===== config.mk =====
export PLATFORM = sky130hd
export DESIGN_NAME = bfms_front
export DESIGN_NICKNAME = d
export VERILOG_FILES = /design/src/hw/rtl/bfms_pkg.sv /design/src/hw/rtl/bfms_front.sv
export SDC_FILE = /design/constraint.sdc
export NUM_CORES = 2
export LEC_CHECK = 0
export BUFFER_PORTS_ARGS = -buffer_cell sky130_fd_sc_hd__buf_2
export CAP_MARGIN = 20
export CORE_MARGIN = 1
export CORE_UTILIZATION = 45
export CTS_BUF_LIST = sky130_fd_sc_hd__clkbuf_16
export DETAILED_ROUTE_END_ITERATION = 7
export SLEW_MARGIN = 30
export SYNTH_ARGS = -nofsm -noshare
export SYNTH_HDL_FRONTEND = slang
export SYNTH_SLANG_ARGS = --single-unit

===== constraint.sdc =====
create_clock -name clk -period 12.8 [get_ports clk]
set_input_delay 1.28 -clock clk [delete_from_list [all_inputs] [get_ports clk]]
set_output_delay 1.28 -clock clk [all_outputs]
set_load 0.02 [all_outputs]

===== src/hw/rtl/bfms_pkg.sv =====
// shared types, constants and register codes of the bilinear fit and mask scaler
`timescale 1ns / 1ps

package bfms_pkg;

  localparam int SOURCE_PIXELS_DEF = 4096;
  localparam int MAX_DEST_SIDE_DEF = 256;
  localparam int MAX_SOURCE_SIDE   = 64;

  // quotient bits kept by the divider: enough for 63 whole pixels and 16 fraction bits
  localparam int QUO_W  = 23;
  localparam int NUM_W  = 17;
  localparam int DIV_W  = 10;
  localparam int PRE_W  = NUM_W - DIV_W;

  localparam logic [2:0] CFG_SOURCE_WIDTH  = 3'd0;
  localparam logic [2:0] CFG_SOURCE_HEIGHT = 3'd1;
  localparam logic [2:0] CFG_DEST_WIDTH    = 3'd2;
  localparam logic [2:0] CFG_DEST_HEIGHT   = 3'd3;
  localparam logic [2:0] CFG_FIT_MODE      = 3'd4;
  localparam logic [2:0] CFG_MASK_SHAPE    = 3'd5;
  localparam logic [2:0] CFG_CORNER_RADIUS = 3'd6;

  localparam logic [1:0] SHAPE_RECT   = 2'd0;
  localparam logic [1:0] SHAPE_CIRCLE = 2'd1;
  localparam logic [1:0] SHAPE_ROUND  = 2'd2;

  // saturated geometry; the user must keep it static while any item is in flight, the block does not enforce it
  typedef struct packed {
    logic [6:0] sw;
    logic [6:0] sh;
    logic [8:0] dw;
    logic [8:0] dh;
    logic       fit;
    logic [1:0] shape;
    logic [8:0] m;
    logic [8:0] r;
  } geo_t;

  typedef struct packed {
    logic        query;
    logic        cov;
    logic [11:0] lidx;
    logic [31:0] lrgba;
  } pay_t;

  typedef struct packed {
    pay_t             pay;
    logic [NUM_W-1:0] nx;
    logic [NUM_W-1:0] ny;
    logic [DIV_W-1:0] vd;
  } div_in_t;

  typedef struct packed {
    pay_t             pay;
    logic [QUO_W-1:0] qx;
    logic [QUO_W-1:0] qy;
    logic             ovx;
    logic             ovy;
  } div_out_t;

endpackage


===== src/hw/rtl/bfms_front.sv =====
// geometry stages: scale pick, image and mask tests, source coordinate numerators
`timescale 1ns / 1ps

module bfms_front (
  input  logic              clk,
  input  logic              rst_n,
  input  logic              en,
  input  bfms_pkg::geo_t    geo,
  input  logic              in_v,
  input  logic              in_func,
  input  logic [11:0]       in_lidx,
  input  logic [31:0]       in_lrgba,
  input  logic [7:0]        in_x,
  input  logic [7:0]        in_y,
  output logic              out_v,
  output bfms_pkg::div_in_t out_d
);
  import bfms_pkg::*;

  typedef struct packed {
    pay_t        pay;
    logic        inbox;
    logic [8:0]  px;
    logic [8:0]  py;
    logic [15:0] pw;
    logic [15:0] ph;
  } s1_t;

  typedef struct packed {
    pay_t               pay;
    logic               inbox;
    logic [8:0]         n;
    logic [15:0]        dpx;
    logic [15:0]        dpy;
    logic [15:0]        ddw;
    logic [15:0]        ddh;
    logic [15:0]        swn;
    logic [15:0]        shn;
    logic signed [16:0] nxa;
    logic signed [16:0] nya;
    logic [14:0]        nxb;
    logic [14:0]        nyb;
    logic signed [10:0] mdx;
    logic signed [10:0] mdy;
    logic [8:0]         lim;
    logic               maskall;
  } s2_t;

  typedef struct packed {
    pay_t               pay;
    logic               inbox;
    logic               inimg;
    logic [18:0]        sq;
    logic [17:0]        lim2;
    logic               maskall;
    logic signed [17:0] numx;
    logic signed [17:0] numy;
    logic [8:0]         n;
  } s3_t;

  s1_t     s1_r, s1_nxt;
  s2_t     s2_r, s2_nxt;
  s3_t     s3_r, s3_nxt;
  div_in_t s4_r, s4_nxt;
  logic    v1_r, v2_r, v3_r, v4_r;

  always_comb begin
    s1_nxt.pay.query = in_func;
    s1_nxt.pay.cov   = 1'b0;
    s1_nxt.pay.lidx  = in_lidx;
    s1_nxt.pay.lrgba = in_lrgba;
    s1_nxt.inbox     = ({1'b0, in_x} < geo.dw) && ({1'b0, in_y} < geo.dh);
    s1_nxt.px        = {in_x, 1'b1};
    s1_nxt.py        = {in_y, 1'b1};
    s1_nxt.pw        = 16'(geo.dw) * 16'(geo.sh);
    s1_nxt.ph        = 16'(geo.dh) * 16'(geo.sw);
  end

  // stage 2: pick the scale ratio, then the products that depend on it and the mask offsets
  logic       pick_x;
  logic [8:0] n_c;
  logic [6:0] d_c;
  logic [9:0] hix, hiy, cx, cy;

  always_comb begin
    if (geo.fit) begin
      pick_x = s1_r.pw >= s1_r.ph;
    end else begin
      pick_x = s1_r.pw <= s1_r.ph;
    end
    n_c = pick_x ? geo.dw : geo.dh;
    d_c = pick_x ? geo.sw : geo.sh;

    hix = {geo.dw, 1'b0} - 10'(geo.r);
    hiy = {geo.dh, 1'b0} - 10'(geo.r);
    if ({1'b0, s1_r.px} < 10'(geo.r)) begin
      cx = 10'(geo.r);
    end else if ({1'b0, s1_r.px} > hix) begin
      cx = hix;
    end else begin
      cx = {1'b0, s1_r.px};
    end
    if ({1'b0, s1_r.py} < 10'(geo.r)) begin
      cy = 10'(geo.r);
    end else if ({1'b0, s1_r.py} > hiy) begin
      cy = hiy;
    end else begin
      cy = {1'b0, s1_r.py};
    end

    s2_nxt.pay   = s1_r.pay;
    s2_nxt.inbox = s1_r.inbox;
    s2_nxt.n     = n_c;
    s2_nxt.dpx   = 16'(d_c) * 16'(s1_r.px);
    s2_nxt.dpy   = 16'(d_c) * 16'(s1_r.py);
    s2_nxt.ddw   = 16'(d_c) * 16'(geo.dw);
    s2_nxt.ddh   = 16'(d_c) * 16'(geo.dh);
    s2_nxt.swn   = 16'(geo.sw) * 16'(n_c);
    s2_nxt.shn   = 16'(geo.sh) * 16'(n_c);
    s2_nxt.nxa   = 17'($signed({2'b0, s1_r.px}) - $signed({2'b0, geo.dw}))
                 * 17'($signed({1'b0, d_c}));
    s2_nxt.nya   = 17'($signed({2'b0, s1_r.py}) - $signed({2'b0, geo.dh}))
                 * 17'($signed({1'b0, d_c}));
    s2_nxt.nxb   = 15'(geo.sw - 7'd1) * 15'(n_c);
    s2_nxt.nyb   = 15'(geo.sh - 7'd1) * 15'(n_c);
    s2_nxt.maskall = 1'b0;
    case (geo.shape)
      SHAPE_CIRCLE: begin
        s2_nxt.mdx = $signed({2'b0, s1_r.px}) - $signed({2'b0, geo.dw});
        s2_nxt.mdy = $signed({2'b0, s1_r.py}) - $signed({2'b0, geo.dh});
        s2_nxt.lim = geo.m;
      end
      SHAPE_ROUND: begin
        s2_nxt.mdx = $signed({2'b0, s1_r.px}) - $signed({1'b0, cx});
        s2_nxt.mdy = $signed({2'b0, s1_r.py}) - $signed({1'b0, cy});
        s2_nxt.lim = geo.r;
      end
      default: begin
        // rectangle and the unused code: no mask
        s2_nxt.mdx     = '0;
        s2_nxt.mdy     = '0;
        s2_nxt.lim     = '0;
        s2_nxt.maskall = 1'b1;
      end
    endcase
  end

  // stage 3: image bounds, squared distances, numerator sums
  logic signed [21:0] sqx, sqy;

  always_comb begin
    sqx = 22'(s2_r.mdx) * 22'(s2_r.mdx);
    sqy = 22'(s2_r.mdy) * 22'(s2_r.mdy);
    s3_nxt.pay     = s2_r.pay;
    s3_nxt.inbox   = s2_r.inbox;
    s3_nxt.inimg   = !((17'(s2_r.dpx) + 17'(s2_r.swn)) < 17'(s2_r.ddw))
                  && !(17'(s2_r.dpx) >= (17'(s2_r.ddw) + 17'(s2_r.swn)))
                  && !((17'(s2_r.dpy) + 17'(s2_r.shn)) < 17'(s2_r.ddh))
                  && !(17'(s2_r.dpy) >= (17'(s2_r.ddh) + 17'(s2_r.shn)));
    s3_nxt.sq      = sqx[18:0] + sqy[18:0];
    s3_nxt.lim2    = 18'(s2_r.lim) * 18'(s2_r.lim);
    s3_nxt.maskall = s2_r.maskall;
    s3_nxt.numx    = 18'(s2_r.nxa) + $signed({3'b0, s2_r.nxb});
    s3_nxt.numy    = 18'(s2_r.nya) + $signed({3'b0, s2_r.nyb});
    s3_nxt.n       = s2_r.n;
  end

  // stage 4: cover flag and clamped numerators for the divider
  always_comb begin
    s4_nxt.pay     = s3_r.pay;
    s4_nxt.pay.cov = s3_r.inbox && s3_r.inimg
                  && (s3_r.maskall || (s3_r.sq <= {1'b0, s3_r.lim2}));
    s4_nxt.nx      = s3_r.numx[17] ? '0 : s3_r.numx[NUM_W-1:0];
    s4_nxt.ny      = s3_r.numy[17] ? '0 : s3_r.numy[NUM_W-1:0];
    s4_nxt.vd      = {s3_r.n, 1'b0};
  end

  always_ff @(posedge clk) begin
    if (!rst_n) begin
      v1_r <= 1'b0;
      v2_r <= 1'b0;
      v3_r <= 1'b0;
      v4_r <= 1'b0;
    end else if (en) begin
      v1_r <= in_v;
      v2_r <= v1_r;
      v3_r <= v2_r;
      v4_r <= v3_r;
    end
  end

  always_ff @(posedge clk) begin
    if (en) begin
      s1_r <= s1_nxt;
      s2_r <= s2_nxt;
      s3_r <= s3_nxt;
      s4_r <= s4_nxt;
    end
  end

  assign out_v = v4_r;
  assign out_d = s4_r;

endmodule


==> summary.txt <==
Outcome
  • Status: finished clean

Detailed routing
  • Number of vias per cell: 5.26
  • DRT Pass-1 Iters: 5
  • Final WL: 154,000 µm
  • Vias post-DR: 42,500
  • DRC errors left: 0
  • DR WL/cell: 19.1 µm
  • 1st-iter DRT viols: 2,527
  • Antenna Nets Post-Route: 0

Floorplanning
  • Die area: 139,000 µm²
  • Die extent in x: 372 µm
  • Initial Util: 45.5%
  • Row cnt: 135
  • Top-level I/O count: 209
  • Die Ht: 372 µm
  • Core footprint: 136,000 µm²

Timing
  • Final hold violation count: 0
  • Final min period: 8190 ps
  • Final critical-path share of the clock period: 64.0%
  • Least-Margin Pin Slew: 1080 ps
  • Final Setup Violations: 0
  • Max-slew headroom: 28.2%
  • Fin. max-slew vios: 0
  • Fin Setup TNS: 0 ps
  • F_max: 122 MHz
  • Max Clock Skew: 61.7 ps
  • Unrepaired setup endpoints after global routing: no

Final layout
  • Area of the multi-input gates: 40,200 µm²
  • Register area: 16,800 µm²
  • Area Growth Syn to Fin: 9.09%
  • Most frequent cells in the layout: inv_1 (1,086), ha_1 (798), fa_1 (710), nor2_1 (596), edfxtp_1 (558)
  • Fin nets: 7,864
  • Most common cell after layout, fill and taps aside: inv_1
  • Fill count: 12,500
  • Proportion of layout cells with a drive suffix above 1: 6.88%

Place
  • GP Congestion: 0.934
  • PortBufs: 207
  • HPWL after detailed placement: 122,000 µm

Critical path
  • Worst Reg-to-Reg Cells: 26
  • CP required: 13,190 ps
  • Data arrival, critical path: 8580 ps
  • Worst setup EP type: flop
  • CP Max Fanout: 21
  • Worst R2R Setup Slack: 4610 ps
  • Critical path launch point type: flop
  • Capturing point of the worst reg2reg path: s2_r[158]$_DFFE_PP_
  • WS Path Type: reg2reg
  • Reg-to-reg startpoint: s1_r[27]$_DFFE_PP_

Logic synthesis
  • Mean Syn Cell Area: 10.2 µm²
  • Largest area contributor in the netlist: edfxtp_1
  • Syn. warnings: 0
  • Synth cell types: 79
  • Synthesized flop and latch total: 562
  • Asr flop ratio synth: 0%
  • Most used DFF post-synth: edfxtp_1
  • Synth area leaders: edfxtp_1 (27%), fa_1 (23%), ha_1 (16%), inv_1 (6.6%), nor2_1 (3.6%)
  • Mapped Cells: 6,071
  • Mapped Nets: 7,697
  • Post-synth top area share: 27.2%
  • Mapped Area: 61,700 µm²
  • Post-synthesis sequential area ratio: 27.3%
  • Number of flops mapped to enable cells by yosys: 558

CTS
  • CTS max path bufs: 3
  • Clock Pin Slew Worst Setup and Hold Paths: 60 ps
  • Hold buffers post-CTS: 0
  • Num CTS Buffers: 70
  • CTS tree: built
  • # resized after CTS: 0
  • Clock tree root buffer cell: clkbuf_16
  • CTS H-Tree Depth: 3
  • Clk sinks: 562
  • Clock latency on the worst-skew pair: 700 ps
  • Post-CTS Setup Inserts: 0

GRT
  • Initial antenna violation count: 3
  • Largest net degree at the start of global routing: 183
  • GR Overflow Total: 0
  • First-pass GRT wire length: 244,000 µm
  • GRT Total Usage: 22.8%
  • Number of global-route vias before repair: 43,800

Min path
  • Hold Crit Class: reg2reg
  • Hold depth: 0
  • Hold path start: s2_r[193]$_DFFE_PP_
  • Min-Delay Endpoint: s3_r[1]$_DFFE_PP_

Job
  • Max-cap viol count: 0
worst max-delay path, cell delays in order, from the launching register on:
cell	delay, ps
edfxtp_1	370
ha_1	320
nand4_1	120
or3_1	410
a31oi_1	300
nor4_2	120
nor3_4	200
buf_4	510
mux2_2	580
inv_1	730
buf_4	440
nor2_1	90
fa_1	500
inv_1	60
fa_1	530
inv_1	50
fa_1	470
inv_1	50
fa_1	480
inv_1	50
ha_1	310
nor2b_1	150
o21a_1	180
nor3_1	250
o31ai_1	160
o41ai_1	360
xnor2_1	110
how the worst max path moves through the flow:
stage,from,to,slack (ps),cells past startpoint
after floorplan,geo[23],s2_r[78]$_DFFE_PP_,5410,23
after global placement,geo[23],s2_r[78]$_DFFE_PP_,4760,23
after detailed placement,geo[23],s2_r[78]$_DFFE_PP_,4580,23
after CTS,s1_r[27]$_DFFE_PP_,s2_r[158]$_DFFE_PP_,4690,26
after global routing,s1_r[27]$_DFFE_PP_,s2_r[158]$_DFFE_PP_,4240,26
final,s1_r[27]$_DFFE_PP_,s2_r[158]$_DFFE_PP_,4610,26
flip-flops by register name, indices dropped and copies added (netlist names):
register	flops
s3_r	129
out_v	1
v1_r	1
s2_r	246
v2_r	1
v3_r	1
s1_r	94
out_d	89
layout make-up:
type,instances,area share (%)
multi-input combinational,4261,59.7
clock buffer,70,2.60
timing repair buffer,246,2.03
sequential,562,25.0
antenna,5,0.0186
tap,1781,3.31
inverter,1097,6.12
clock inverter,59,1.21
cell families after synthesis:
kind of cell / count (synthesis) / synth area share [%]
AO/OA/AOI/OAI: 675 / 7.18
XOR/XNOR: 333 / 4.73
adder cells (fa/ha/maj): 1508 / 39.2
buffers and inverters: 1248 / 7.73
flip-flops: 562 / 27.3
multiplexers: 60 / 1.04
other: 1 / 0.00608
AND/OR/NAND/NOR: 1684 / 12.8
cell usage after synthesis (27+ instances only):
cell type,n
o21a_1,36
nand3_1,78
nand2_1,405
clkbuf_1,108
nor3_1,90
edfxtp_1,558
ha_1,798
or2_2,33
inv_1,1079
nand2b_1,37
buf_2,28
a31oi_1,29
xnor2_1,248
and3_1,27
nor2b_1,103
and2_1,223
fa_1,710
xor2_1,85
o21ai_0,118
or3_1,40
nor2_1,596
o21bai_1,31
mux2i_1,47
a21oi_1,184
a21o_1,90
routing by layer:
| metal | wire length (µm) | up-vias | GRT usage (%) | part of all wire [%] |
|---|---|---|---|---|
| met5 | 13 | - | 0 | 0.0084 |
| met4 | 5670 | 2 | 8.34 | 3.7 |
| met3 | 7640 | 220 | 2.92 | 4.9 |
| met2 | 73100 | 1012 | 38.2 | 47 |
| met1 | 67900 | 21100 | 30.2 | 44 |
| li1 | - | 20200 | - | - |
per-stage QoR:
stage	std cells	cell area (µm²)	hold slack, ps	utilization (%)	worst slack [ps]
6_report	8081	67300	411	49.6	4610
3_3_place_gp	7947	64700	400	47.7	4760
5_1_grt	8077	67300	421	49.6	4240
2_1_floorplan	6071	61700	400	-	5410
3_5_place_dp	7947	64700	405	47.7	4580
4_1_cts	8076	67300	414	49.6	4690
Power is left out: the tool's default activity adds up to more than one toggle a clock period on the data nets, which glitch-free logic cannot reach.
